`src/hdl/gtpw_pkg.sv`:
```
// Shared types, constants and glyph ROM for the glyph text pixel writer.
`default_nettype none

package gtpw_pkg;

  localparam int COORD_W   = 14;
  localparam int ADDR_W    = 25;
  localparam int MASK_W    = 40;
  localparam int GLYPH_COLS = 5;
  localparam int GLYPH_ROWS = 7;
  localparam int PEN_MAX   = 8191;

  typedef enum logic [1:0] {
    REG_FRAME_WIDTH,
    REG_FRAME_HEIGHT,
    REG_LINE_STRIDE,
    REG_DRAW_COLOR
  } gtpw_reg_t;

  // One character request after clipping: bit dx*8+dy of mask is a visible set pixel.
  typedef struct packed {
    logic signed [COORD_W-1:0] col;
    logic signed [COORD_W-1:0] row;
    logic [MASK_W-1:0]         mask;
  } gtpw_task_t;

  typedef struct packed {
    logic [ADDR_W-1:0] addr;
    logic              last;
  } gtpw_wr_t;

  // Column 0 in the low byte, bit dy of each byte is row dy.
  function automatic logic [MASK_W-1:0] glyph_bits(input logic [7:0] code);
    logic [MASK_W-1:0] g;
    g = '0;
    if (!code[7]) begin
      case (code[6:0])
        7'd33:   g = {8'h00, 8'h00, 8'h5F, 8'h00, 8'h00};
        7'd44:   g = {8'h00, 8'h00, 8'h06, 8'h05, 8'h00};
        7'd72:   g = {8'h7F, 8'h08, 8'h08, 8'h08, 8'h7F};
        7'd87:   g = {8'h7C, 8'h02, 8'h01, 8'h02, 8'h7C};
        7'd97:   g = {8'h78, 8'h54, 8'h54, 8'h54, 8'h20};
        7'd100:  g = {8'h7F, 8'h14, 8'h14, 8'h14, 8'h08};
        7'd101:  g = {8'h18, 8'h54, 8'h54, 8'h54, 8'h38};
        7'd108:  g = {8'h00, 8'h40, 8'h7F, 8'h41, 8'h00};
        7'd111:  g = {8'h38, 8'h44, 8'h44, 8'h44, 8'h38};
        7'd114:  g = {8'h08, 8'h04, 8'h04, 8'h08, 8'h7C};
        default: g = '0;
      endcase
    end
    return g;
  endfunction

endpackage

`default_nettype wire

```
`src/hdl/glyph_text_pixel_writer.sv`:
```
// Top level of the glyph text pixel writer: register file, queues, front and back ends.
`default_nettype none

// Turns character codes into framebuffer writes from a 5x7 font. The front end
// takes one character per cycle while the request queue has room and drops
// characters with no visible pixel (high codes, blank glyphs, fully clipped).
// The back end emits one write per cycle for each visible set pixel while the
// result queue has room, and loads a character only once the last write of
// the one before has issued. Each write passes the a and b registers, with the
// single address multiplier between them, before the result queue.
// pixel_color follows draw_color_r directly. No clearing pass after reset.
module glyph_text_pixel_writer #(
  parameter int FRAME_MAX  = 4096,
  parameter int CHAR_PITCH = 6
) (
  input  wire logic        clk,
  input  wire logic        rst_n,
  input  wire logic        push,
  output logic             full,
  input  wire logic [7:0]  in_char_code,
  input  wire logic        in_starts_text,
  input  wire logic signed [13:0] in_text_x,
  input  wire logic signed [13:0] in_text_y,
  output logic             empty,
  input  wire logic        pop,
  output logic [24:0]      out_pixel_address,
  output logic [31:0]      out_pixel_color,
  output logic             out_last_pixel,
  input  wire logic        psel,
  input  wire logic        penable,
  input  wire logic        pwrite,
  input  wire logic [3:0]  paddr,
  input  wire logic [31:0] pwdata,
  output logic [31:0]      prdata,
  output logic             pready
);

  import gtpw_pkg::*;

  localparam int TASK_DEPTH = 2;
  localparam int OUT_DEPTH  = 4;

  logic [12:0] frame_width_r, frame_height_r;
  logic [13:0] line_stride_r;
  logic [31:0] draw_color_r;
  logic        cfg_wr;
  gtpw_reg_t   cfg_sel;

  gtpw_task_t  front_task, back_task;
  logic        front_push, task_empty, task_pop;
  gtpw_wr_t    back_wr, out_wr;
  logic        back_push, out_full;
  logic [$clog2(OUT_DEPTH):0] out_level;

  assign pready  = 1'b1;
  assign cfg_wr  = psel && penable && pwrite;
  assign cfg_sel = gtpw_reg_t'(paddr[3:2]);

  always_ff @(posedge clk) begin
    if (!rst_n) begin
      frame_width_r  <= 13'd640;
      frame_height_r <= 13'd480;
      line_stride_r  <= 14'd640;
      draw_color_r   <= 32'hFFFF_FFFF;
    end else if (cfg_wr) begin
      case (cfg_sel)
        REG_FRAME_WIDTH:  frame_width_r  <= pwdata[12:0];
        REG_FRAME_HEIGHT: frame_height_r <= pwdata[12:0];
        REG_LINE_STRIDE:  line_stride_r  <= pwdata[13:0];
        REG_DRAW_COLOR:   draw_color_r   <= pwdata;
        default: ;
      endcase
    end
  end

  always_comb begin
    case (cfg_sel)
      REG_FRAME_WIDTH:  prdata = {19'd0, frame_width_r};
      REG_FRAME_HEIGHT: prdata = {19'd0, frame_height_r};
      REG_LINE_STRIDE:  prdata = {18'd0, line_stride_r};
      REG_DRAW_COLOR:   prdata = draw_color_r;
      default:          prdata = '0;
    endcase
  end

  gtpw_front #(
    .FRAME_MAX  (FRAME_MAX),
    .CHAR_PITCH (CHAR_PITCH)
  ) u_front (
    .clk          (clk),
    .rst_n        (rst_n),
    .accept       (push && !full),
    .char_code    (in_char_code),
    .starts_text  (in_starts_text),
    .text_x       (in_text_x),
    .text_y       (in_text_y),
    .frame_width  (frame_width_r),
    .frame_height (frame_height_r),
    .task_push    (front_push),
    .task_out     (front_task)
  );

  gtpw_fifo #(
    .WIDTH ($bits(gtpw_task_t)),
    .DEPTH (TASK_DEPTH)
  ) u_task_q (
    .clk   (clk),
    .rst_n (rst_n),
    .push  (front_push),
    .din   (front_task),
    .full  (full),
    .pop   (task_pop),
    .dout  (back_task),
    .empty (task_empty),
    .level ()
  );

  gtpw_back #(
    .FRAME_MAX (FRAME_MAX),
    .OUT_DEPTH (OUT_DEPTH)
  ) u_back (
    .clk         (clk),
    .rst_n       (rst_n),
    .task_in     (back_task),
    .task_empty  (task_empty),
    .task_pop    (task_pop),
    .line_stride (line_stride_r),
    .out_level   (out_level),
    .wr_push     (back_push),
    .wr_out      (back_wr)
  );

  gtpw_fifo #(
    .WIDTH ($bits(gtpw_wr_t)),
    .DEPTH (OUT_DEPTH)
  ) u_out_q (
    .clk   (clk),
    .rst_n (rst_n),
    .push  (back_push),
    .din   (back_wr),
    .full  (out_full),
    .pop   (pop),
    .dout  (out_wr),
    .empty (empty),
    .level (out_level)
  );

  assign out_pixel_address = out_wr.addr;
  assign out_last_pixel    = out_wr.last && !out_full || out_wr.last;
  assign out_pixel_color   = draw_color_r;

endmodule

`default_nettype wire

```
`src/hdl/gtpw_fifo.sv`:
```
// Small first-in first-out queue with show-ahead output and fill level.
`default_nettype none

module gtpw_fifo #(
  parameter int WIDTH = 8,
  parameter int DEPTH = 4
) (
  input  wire logic                     clk,
  input  wire logic                     rst_n,
  input  wire logic                     push,
  input  wire logic [WIDTH-1:0]         din,
  output logic                          full,
  input  wire logic                     pop,
  output logic [WIDTH-1:0]              dout,
  output logic                          empty,
  output logic [$clog2(DEPTH):0]        level
);

  localparam int AW = $clog2(DEPTH);

  logic [WIDTH-1:0] mem [DEPTH];
  logic [AW-1:0]    wr_ptr_r, wr_ptr_nxt;
  logic [AW-1:0]    rd_ptr_r, rd_ptr_nxt;
  logic [AW:0]      cnt_r, cnt_nxt;
  logic             do_push, do_pop;

  assign full    = (cnt_r == (AW+1)'(DEPTH));
  assign empty   = (cnt_r == '0);
  assign level   = cnt_r;
  assign dout    = mem[rd_ptr_r];
  assign do_push = push && !full;
  assign do_pop  = pop && !empty;

  always_comb begin
    wr_ptr_nxt = do_push ? wr_ptr_r + AW'(1) : wr_ptr_r;
    rd_ptr_nxt = do_pop ? rd_ptr_r + AW'(1) : rd_ptr_r;
    cnt_nxt    = cnt_r + (AW+1)'(do_push) - (AW+1)'(do_pop);
  end

  always_ff @(posedge clk) begin
    if (!rst_n) begin
      wr_ptr_r <= '0;
      rd_ptr_r <= '0;
      cnt_r    <= '0;
    end else begin
      wr_ptr_r <= wr_ptr_nxt;
      rd_ptr_r <= rd_ptr_nxt;
      cnt_r    <= cnt_nxt;
    end
  end

  always_ff @(posedge clk) begin
    if (do_push) begin
      mem[wr_ptr_r] <= din;
    end
  end

endmodule

`default_nettype wire

```
`src/hdl/gtpw_front.sv`:
```
// Front end: pen tracking, glyph lookup and per-pixel clipping into a request.
`default_nettype none

module gtpw_front #(
  parameter int FRAME_MAX  = 4096,
  parameter int CHAR_PITCH = 6
) (
  input  wire logic                            clk,
  input  wire logic                            rst_n,
  input  wire logic                            accept,
  input  wire logic [7:0]                      char_code,
  input  wire logic                            starts_text,
  input  wire logic signed [gtpw_pkg::COORD_W-1:0] text_x,
  input  wire logic signed [gtpw_pkg::COORD_W-1:0] text_y,
  input  wire logic [12:0]                     frame_width,
  input  wire logic [12:0]                     frame_height,
  output logic                                 task_push,
  output gtpw_pkg::gtpw_task_t                 task_out
);

  import gtpw_pkg::*;

  logic signed [COORD_W-1:0] pen_col_r, pen_col_nxt;
  logic signed [COORD_W-1:0] pen_row_r, pen_row_nxt;
  logic signed [COORD_W-1:0] cur_col, cur_row;
  logic [COORD_W-1:0]        wlim, hlim;
  logic [COORD_W:0]          col_sum [GLYPH_COLS];
  logic [COORD_W:0]          row_sum [GLYPH_ROWS];
  logic [GLYPH_COLS-1:0]     col_vis;
  logic [GLYPH_ROWS-1:0]     row_vis;
  logic [MASK_W-1:0]         glyph, mask;

  always_comb begin
    cur_col = starts_text ? text_x : pen_col_r;
    cur_row = starts_text ? text_y : pen_row_r;
    wlim = ({1'b0, frame_width} > COORD_W'(FRAME_MAX)) ? COORD_W'(FRAME_MAX)
                                                         : {1'b0, frame_width};
    hlim = ({1'b0, frame_height} > COORD_W'(FRAME_MAX)) ? COORD_W'(FRAME_MAX)
                                                          : {1'b0, frame_height};
    for (int dx = 0; dx < GLYPH_COLS; dx++) begin
      col_sum[dx] = {cur_col[COORD_W-1], cur_col} + (COORD_W+1)'(dx);
      col_vis[dx] = !col_sum[dx][COORD_W] && (col_sum[dx][COORD_W-1:0] < wlim);
    end
    for (int dy = 0; dy < GLYPH_ROWS; dy++) begin
      row_sum[dy] = {cur_row[COORD_W-1], cur_row} + (COORD_W+1)'(dy);
      row_vis[dy] = !row_sum[dy][COORD_W] && (row_sum[dy][COORD_W-1:0] < hlim);
    end
    glyph = glyph_bits(char_code);
    mask  = '0;
    for (int dx = 0; dx < GLYPH_COLS; dx++) begin
      for (int dy = 0; dy < GLYPH_ROWS; dy++) begin
        mask[dx*8+dy] = glyph[dx*8+dy] && col_vis[dx] && row_vis[dy];
      end
    end

    pen_col_nxt = pen_col_r;
    pen_row_nxt = pen_row_r;
    if (accept) begin
      pen_row_nxt = cur_row;
      if (cur_col > $signed(COORD_W'(PEN_MAX - CHAR_PITCH))) begin
        pen_col_nxt = COORD_W'(PEN_MAX);
      end else begin
        pen_col_nxt = cur_col + $signed(COORD_W'(CHAR_PITCH));
      end
    end

    task_push     = accept && (mask != '0);
    task_out.col  = cur_col;
    task_out.row  = cur_row;
    task_out.mask = mask;
  end

  always_ff @(posedge clk) begin
    if (!rst_n) begin
      pen_col_r <= '0;
      pen_row_r <= '0;
    end else begin
      pen_col_r <= pen_col_nxt;
      pen_row_r <= pen_row_nxt;
    end
  end

endmodule

`default_nettype wire

```
`src/hdl/gtpw_back.sv`:
```
// Back end: walks the visible pixel mask, one frame address per cycle unless stalled.
`default_nettype none

module gtpw_back #(
  parameter int FRAME_MAX = 4096,
  parameter int OUT_DEPTH = 4
) (
  input  wire logic                            clk,
  input  wire logic                            rst_n,
  input  wire gtpw_pkg::gtpw_task_t            task_in,
  input  wire logic                            task_empty,
  output logic                                 task_pop,
  input  wire logic [13:0]                     line_stride,
  input  wire logic [$clog2(OUT_DEPTH):0]      out_level,
  output logic                                 wr_push,
  output gtpw_pkg::gtpw_wr_t                   wr_out
);

  import gtpw_pkg::*;

  localparam int PXW = $clog2(FRAME_MAX);
  localparam int LVW = $clog2(OUT_DEPTH) + 2;
  localparam int PW  = (PXW + 15 > ADDR_W) ? PXW + 15 : ADDR_W;

  logic [MASK_W-1:0]         mask_r, mask_nxt, mask_rest;
  logic signed [COORD_W-1:0] col_r, row_r;
  logic [5:0]                idx;
  logic [COORD_W:0]          px_sum, py_sum;
  logic                      space, issue;
  logic                      a_vld_r, a_last_r;
  logic [PXW-1:0]            a_px_r, a_py_r;
  logic                      b_vld_r, b_last_r;
  logic [ADDR_W-1:0]         b_addr_r;
  logic [PW-1:0]             addr_full;

  always_comb begin
    idx = '0;
    for (int i = MASK_W - 1; i >= 0; i--) begin
      if (mask_r[i]) begin
        idx = 6'(i);
      end
    end
    mask_rest = mask_r & (mask_r - MASK_W'(1));
    space = (LVW'(out_level) + LVW'(a_vld_r) + LVW'(b_vld_r)) < LVW'(OUT_DEPTH);
    issue = (mask_r != '0) && space;
    task_pop = (mask_r == '0) && !task_empty;
    if (task_pop) begin
      mask_nxt = task_in.mask;
    end else if (issue) begin
      mask_nxt = mask_rest;
    end else begin
      mask_nxt = mask_r;
    end
    px_sum = {col_r[COORD_W-1], col_r} + (COORD_W+1)'(idx[5:3]);
    py_sum = {row_r[COORD_W-1], row_r} + (COORD_W+1)'(idx[2:0]);
    addr_full = PW'(a_py_r) * PW'(line_stride) + PW'(a_px_r);
  end

  always_ff @(posedge clk) begin
    if (!rst_n) begin
      mask_r  <= '0;
      a_vld_r <= 1'b0;
      b_vld_r <= 1'b0;
    end else begin
      mask_r  <= mask_nxt;
      a_vld_r <= issue;
      b_vld_r <= a_vld_r;
    end
  end

  always_ff @(posedge clk) begin
    if (task_pop) begin
      col_r <= task_in.col;
      row_r <= task_in.row;
    end
    a_px_r   <= px_sum[PXW-1:0];
    a_py_r   <= py_sum[PXW-1:0];
    a_last_r <= (mask_rest == '0);
    b_addr_r <= addr_full[ADDR_W-1:0];
    b_last_r <= a_last_r;
  end

  assign wr_push     = b_vld_r;
  assign wr_out.addr = b_addr_r;
  assign wr_out.last = b_last_r;

endmodule

`default_nettype wire

```
`config.mk`:
```
export PLATFORM = sky130hd
export DESIGN_NAME = glyph_text_pixel_writer
export DESIGN_NICKNAME = d
export VERILOG_FILES = /design/src/hdl/gtpw_pkg.sv /design/src/hdl/glyph_text_pixel_writer.sv /design/src/hdl/gtpw_fifo.sv /design/src/hdl/gtpw_front.sv /design/src/hdl/gtpw_back.sv
export SDC_FILE = /design/constraint.sdc
export NUM_CORES = 1
export LEC_CHECK = 0
export BUFFER_PORTS_ARGS = -buffer_cell sky130_fd_sc_hd__buf_2
export CAP_MARGIN = 25
export CORE_ASPECT_RATIO = 1.5
export CORE_UTILIZATION = 35
export DETAILED_ROUTE_END_ITERATION = 7
export HOLD_SLACK_MARGIN = 0.05
export PLACE_DENSITY = 0.54
export SLEW_MARGIN = 40
export SYNTH_ARGS = -nofsm -noshare
export SYNTH_HDL_FRONTEND = slang
export SYNTH_SLANG_ARGS = --single-unit
```
`constraint.sdc`:
```
create_clock -name clk -period 13.4 [get_ports clk]
set_clock_uncertainty 0.15 [all_clocks]
set_input_delay 2.01 -clock clk [delete_from_list [all_inputs] [get_ports clk]]
set_output_delay 2.01 -clock clk [all_outputs]
set_load 0.01 [all_outputs]
```
Word-level counts from Yosys, hierarchy flattened
Memories as Yosys holds them, arrays and structs flattened. A register that Yosys moved wholly into a read port is not among the register bits.
Cells that the tools add are included.

storage, ports and cells
  input bits = 80
  memories = 2
  flip-flop bits (word level) = 228
  logic and storage cells = 262
  RAM bits = 230
  output and inout port bits = 93

cells by class
  multiplexer cells = 58
  reduce and logical (&&, ||, !) cells = 122
  eq/ne operators = 15
  $lt $le $gt $ge = 16
  multipliers = 1
  add/subtract/negate cells = 25
  bitwise logic cells = 1

memories
  memory        depth  bits a word  read ports  clocked after Yosys merged registers in  write ports  RTL line         text
  u_task_q.mem  2      63           1           1                                        1            gtpw_fifo.sv:21  logic [WIDTH-1:0] mem [DEPTH];
  u_out_q.mem   4      26           1           1                                        1            gtpw_fifo.sv:21

operators by type and width
  cell                                                 number
  one-hot mux 39 bit (10 select lines)                 1
  2-to-1 mux 6 bit                                     40
  less-than comparator 14 bit                          10
  one-hot mux 32 bit (4 select lines)                  1
  logical AND 1 bit                                    93
  logical NOT 40 bit                                   2
  2-to-1 mux 40 bit                                    2
  adder 14 x 3 -> 15 bit (second input constant)       4
  adder 14 x 4 -> 15 bit (second input constant)       4
  equality test 7 bit (second input constant)          8
  2-to-1 mux 14 bit                                    3
  AND 40 bit                                           1
  nonzero test 40 bit                                  1
  subtractor 40 x 1 -> 40 bit (second input constant)  1
  2-to-1 mux 39 bit                                    1
  nonzero test 35 bit                                  1
  adder 14 x 2 -> 15 bit (second input constant)       2
  less-than comparator 14 x 13 -> 1 bit                2
  > comparator 13 bit (second input constant)          2
  2-to-1 mux 13 bit                                    2
  adder 25 x 12 -> 25 bit                              1
  multiplier 12 x 14 -> 25 bit                         1
  adder 12 x 4 -> 12 bit                               2
  logical NOT 1 bit                                    16
  22 further kinds                                     37

Longest topological paths before layout
  depth in word-level cells = 41
  gate-level depth with buffers = 29
  gate-level depth less buffers = 22

Modules after synthesis
A second synthesis with hierarchy kept.

unflattened totals
  cell total of the unflattened synthesis = 3,026
  area total of the unflattened synthesis = 31,253.7 um^2

by module, submodules not included
  module                   area each (um^2)  sequential area each (um^2)  cells an instance  instances
  gtpw_back                10,451.3          2,582.5                      1,168              1
  gtpw_front               8,013.9           560.5                        1,088              1
  gtpw_fifo at u_task_q    5,231.3           4,184.0                      239                1
  gtpw_fifo at u_out_q     4,282.9           3,303.2                      187                1
  glyph_text_pixel_writer  3,274.4           1,441.4                      344                1

Least setup slack after synthesis
OpenSTA, ideal clock, no wires.

  path type = in2reg
  start = in in_starts_text
  end = mem u_task_q.mem[0][0] (netlist bit), enable pin
  data arrival time = 9.433 ns
  setup time = 0.470 ns
  data required time = 12.780 ns
  setup slack = 3.347 ns
  buffers on the path = 7
  cell stages on the path = 25
  cell sequence = buf_6 > buf_6 > buf_4 > clkbuf_1 > clkbuf_1 > mux2i_1 > inv_1 > ha_1 > buf_1 > nor2b_1 > and2_1 > nand2_1 > xnor2_1 > ha_1 > o21a_1 > o21a_1 > o2111ai_1 > a21oi_1 > or4_1 > clkbuf_1 > nor4_1 > a2111oi_4 > nand4_1 > o31ai_1 > nor2_1

RTL lines
  item             RTL line                       text
  start, declared  glyph_text_pixel_writer.sv:21  input wire logic in_starts_text,
  end, declared    gtpw_fifo.sv:21

==> flow_summary.json <==
{
  "timing.max_slew.rel_slack": 0.4636,
  "finalHoldViolCount": 0,
  "final.fill_count": 8232,
  "status": "finished clean",
  "holdBufCountCts": 0,
  "row_count": 129,
  "crit_family": "compound AO/OA/AOI/OAI gates",
  "routed_via_density": 5.098,
  "postRouteAntennaNets": 0,
  "worst_case_reg_to_reg_path_depth": 18,
  "cp.depth": 19,
  "worstSetupStartpointType": "input pin",
  "cts_resized": 0,
  "synth_fp_nets": 3391,
  "p_per_area_mw_per_mm2": 202.2,
  "clk_pin_slew_ns": 0.06,
  "place_ws_ns": 4.263,
  "rr_startpoint": "u_front.pen_row_r[2]$_SDFFE_PN0P_",
  "grt_first_pass_wirelength_um": 122800,
  "p_leak_nw": 13.47,
  "cp-end-kind": "flip-flop",
  "drtIter0Drc": 1120,
  "finalWorstSetupSlack_ns": 4.821,
  "max_stage_delay_ns": 0.78,
  "max_freq_mhz": 116.6,
  "ys_types": 87,
  "cts_root_buffer": "sky130_fd_sc_hd__clkbuf_16",
  "wire_length_reported_by_the_detailed_router_um": 78390,
  "post-place-cells": 4115,
  "worst-endpoint-arrival_ns": 8.66,
  "clockBufferDepth": 3,
  "postSynthCellCount": 2935,
  "layoutNonFillerInstCount": 4204,
  "drc": 0,
  "post_cts.repair.setup_buffers": 0,
  "detailed_place_hpwl_um": 60040,
  "holdCritPathClass": "reg2reg",
  "floorplan.core_area_mm2": 0.08280,
  "grt_setup_unrepaired": "no",
  "postSynth.asyncResetShare": 0,
  "max_cap_viol_count": 0,
  "detailroute.via_count": 21431,
  "yosys_most_used_dff": "sky130_fd_sc_hd__edfxtp_1",
  "gp_routability_congestion": 0.8970,
  "r2r_slack_ns": 6.74,
  "cts-buffers-inserted": 46,
  "synth_area_mm2": 0.02944,
  "grt_antenna_before_repair": 6,
  "finish.net_count": 3508,
  "maximum_number_of_pins_on_one_net_before_global_route_repair": 64,
  "tightest_slew_ns": 0.7843,
  "htree_levels": 2,
  "crit_slowest_cell": "sky130_fd_sc_hd__a2111oi_0",
  "power.ir.vdd_worst_mv": 0.2383,
  "path_class": "in2reg",
  "die-width_um": 238.8,
  "top_layer_used": "met5",
  "met3_length_um": 2929,
  "ioPinCount": 173,
  "dr.pass1.iters": 6,
  "groute.usage.overall": 0.1849,
  "mostFrequentLayoutCells": "397 x sky130_fd_sc_hd__nand2_1, 243 x sky130_fd_sc_hd__ha_1, 240 x sky130_fd_sc_hd__edfxtp_1",
  "insertion_delay_of_the_later_clocked_pin_in_the_worst_skew_pair_ns": 0.61,
  "synthToLayoutAreaGrowth_pct": 11.93,
  "synth.yosys.seq_area_share": 0.3855,
  "yosys_warn_count": 0,
  "critical_path.startpoint": "in_starts_text",
  "gr-total-overflow": 0,
  "design_power_total_w": 0.006663,
  "regToRegEndpoint": "u_task_q.mem[1][34]$_DFFE_PP_",
  "design.die.area_mm2": 0.08531,
  "required_ns": 13.48,
  "most_common_cell_after_layout_fill_and_taps_aside": "sky130_fd_sc_hd__nand2_1",
  "initial_util": 0.3556,
  "critical_path.endpoint": "u_task_q.mem[1][34]$_DFFE_PP_",
  "setup_viol": 0,
  "final.period_utilization": 0.6402,
  "routed-wl-met2_um": 39820,
  "clock_tree_from_tritoncts": "done",
  "routed_wire_length_per_instance_um": 18.65,
  "synth_seq_cells": 447,
  "tns_ns": 0,
  "port_buffers": 169,
  "die-height_um": 357.2,
  "finalMaxSlewViolations": 0,
  "cp_cell_sequence": "buf_2, buf_4, mux2i_1, inv_1, ha_1, inv_1, a211oi_1, xnor2_1, ha_1, or4_1, a211o_1, o211ai_1, nand3_1, a2111oi_0, a2111oi_4, nand4_1, o31ai_1, nor2_4, buf_4",
  "path_max_fanout": 63,
  "timing.final.crit_period_ns": 8.579,
  "drive_gt1_frac": 0.1279,
  "postSynthAreaPerCell_um2": 10.03,
  "worst-path-buf-inv": 5,
  "wl_met1_um": 32150,
  "grt_pass1_vias": 21752,
  "synth_edf_count": 240,
  "cts.sink_count": 447,
  "utilization": 0.3980
}
-- kinds of logic after synthesis --
kind of cell	share of synthesized area
compound gates	0.09898
xor+xnor	0.04849
fa+ha+maj	0.1951
buf+inv	0.04760
flops	0.3855
mux	0.06358
other cells	0.0001274
simple gates	0.1606
-- state kept, by name (all words and copies together), names as in the netlist, 14 cells and up, named ones only --
name and cells:
u_back.mask_r 40, u_front.pen_col_r 14, u_task_q.mem 112, u_front.pen_row_r 14, out_pixel_color 32, line_stride_r 14, u_back.b_addr_r 25, u_out_q.mem 104
-- area by class of cell --
class                   instances  area [um^2]  area share
clock inverters                21        211.5    0.006416
multi-input cells            2123        16760      0.5086
clock buffers                  64         1269     0.03850
well taps                    1113         1393     0.04226
repair buffers                196         1065     0.03231
flip-flops and latches        447        11360      0.3446
inverters                     238        894.6     0.02715
diodes                          2        5.005   0.0001519
-- cells in the mapped netlist (7+ instances only) --
cell type	count	area share
sky130_fd_sc_hd__a211oi_1	32	0.0082
sky130_fd_sc_hd__a21o_1	24	0.0061
sky130_fd_sc_hd__a21oi_1	163	0.028
sky130_fd_sc_hd__a31oi_1	13	0.0028
sky130_fd_sc_hd__and2_1	88	0.019
sky130_fd_sc_hd__and3_1	33	0.0070
sky130_fd_sc_hd__buf_1	9	0.0011
sky130_fd_sc_hd__clkbuf_1	112	0.014
sky130_fd_sc_hd__dfxtp_1	207	0.14
sky130_fd_sc_hd__edfxtp_1	240	0.24
sky130_fd_sc_hd__fa_1	133	0.090
sky130_fd_sc_hd__ha_1	243	0.10
sky130_fd_sc_hd__inv_1	227	0.029
sky130_fd_sc_hd__mux2_2	42	0.016
sky130_fd_sc_hd__mux2i_1	52	0.018
sky130_fd_sc_hd__mux4_2	39	0.030
sky130_fd_sc_hd__nand2_1	397	0.051
sky130_fd_sc_hd__nand2b_1	11	0.0023
sky130_fd_sc_hd__nand3_1	100	0.017
sky130_fd_sc_hd__nand3b_1	8	0.0020
sky130_fd_sc_hd__nand4_1	27	0.0057
sky130_fd_sc_hd__nor2_1	173	0.022
sky130_fd_sc_hd__nor2b_1	32	0.0068
sky130_fd_sc_hd__nor3_1	36	0.0061
sky130_fd_sc_hd__nor4_1	20	0.0042
sky130_fd_sc_hd__o211ai_1	11	0.0028
sky130_fd_sc_hd__o21a_1	16	0.0041
sky130_fd_sc_hd__o21ai_0	93	0.016
sky130_fd_sc_hd__o22ai_1	8	0.0017
sky130_fd_sc_hd__o311a_1	7	0.0024
sky130_fd_sc_hd__o31ai_1	13	0.0033
sky130_fd_sc_hd__or2_2	13	0.0028
sky130_fd_sc_hd__or3_1	16	0.0034
sky130_fd_sc_hd__xnor2_1	146	0.043
sky130_fd_sc_hd__xor2_1	17	0.0051
-- routing by layer --
| layer | vias to the layer above | global-route usage |
|---|---|---|
| met5 | - | 0 |
| li1 | 10495 | - |
| met3 | 161 | 0.02323 |
| met1 | 10347 | 0.2163 |
| met4 | 4 | 0.07910 |
| met2 | 424 | 0.3366 |
-- power by group --
group	leakage [nW]	switching (W)	internal [W]	total (W)
Sequential	3.96	0.000267	0.00171	0.00198
Combinational	8.79	0.00208	0.00133	0.00342
Clock	0.719	0.000559	0.000709	0.00127
Total	13.5	0.00291	0.00376	0.00666
-- per-stage QoR --
| stage | hold slack (ns) | cell area, um^2 |
|---|---|---|
| 3_5_place_dp | 0.2211 | 31420 |
| 6_report | 0.2532 | 32960 |
| 4_1_cts | 0.2644 | 32900 |
| 2_1_floorplan | 0.1596 | 29440 |
| 5_1_grt | 0.2633 | 32950 |
| 3_3_place_gp | 0.2275 | 31410 |
-- how the worst min path moves through the flow --
| stage | from | to | depth (start not counted) |
|---|---|---|---|
| after floorplan | u_back.a_last_r$_DFF_P_ | u_back.b_last_r$_DFF_P_ | 0 |
| after global placement | u_back.a_last_r$_DFF_P_ | u_back.b_last_r$_DFF_P_ | 0 |
| after detailed placement | u_back.a_last_r$_DFF_P_ | u_back.b_last_r$_DFF_P_ | 0 |
| after CTS | u_back.a_last_r$_DFF_P_ | u_back.b_last_r$_DFF_P_ | 0 |
| after global routing | u_back.a_last_r$_DFF_P_ | u_back.b_last_r$_DFF_P_ | 0 |
| final | u_back.a_last_r$_DFF_P_ | u_back.b_last_r$_DFF_P_ | 0 |
Note: power is estimated with default switching activity, not from simulation.
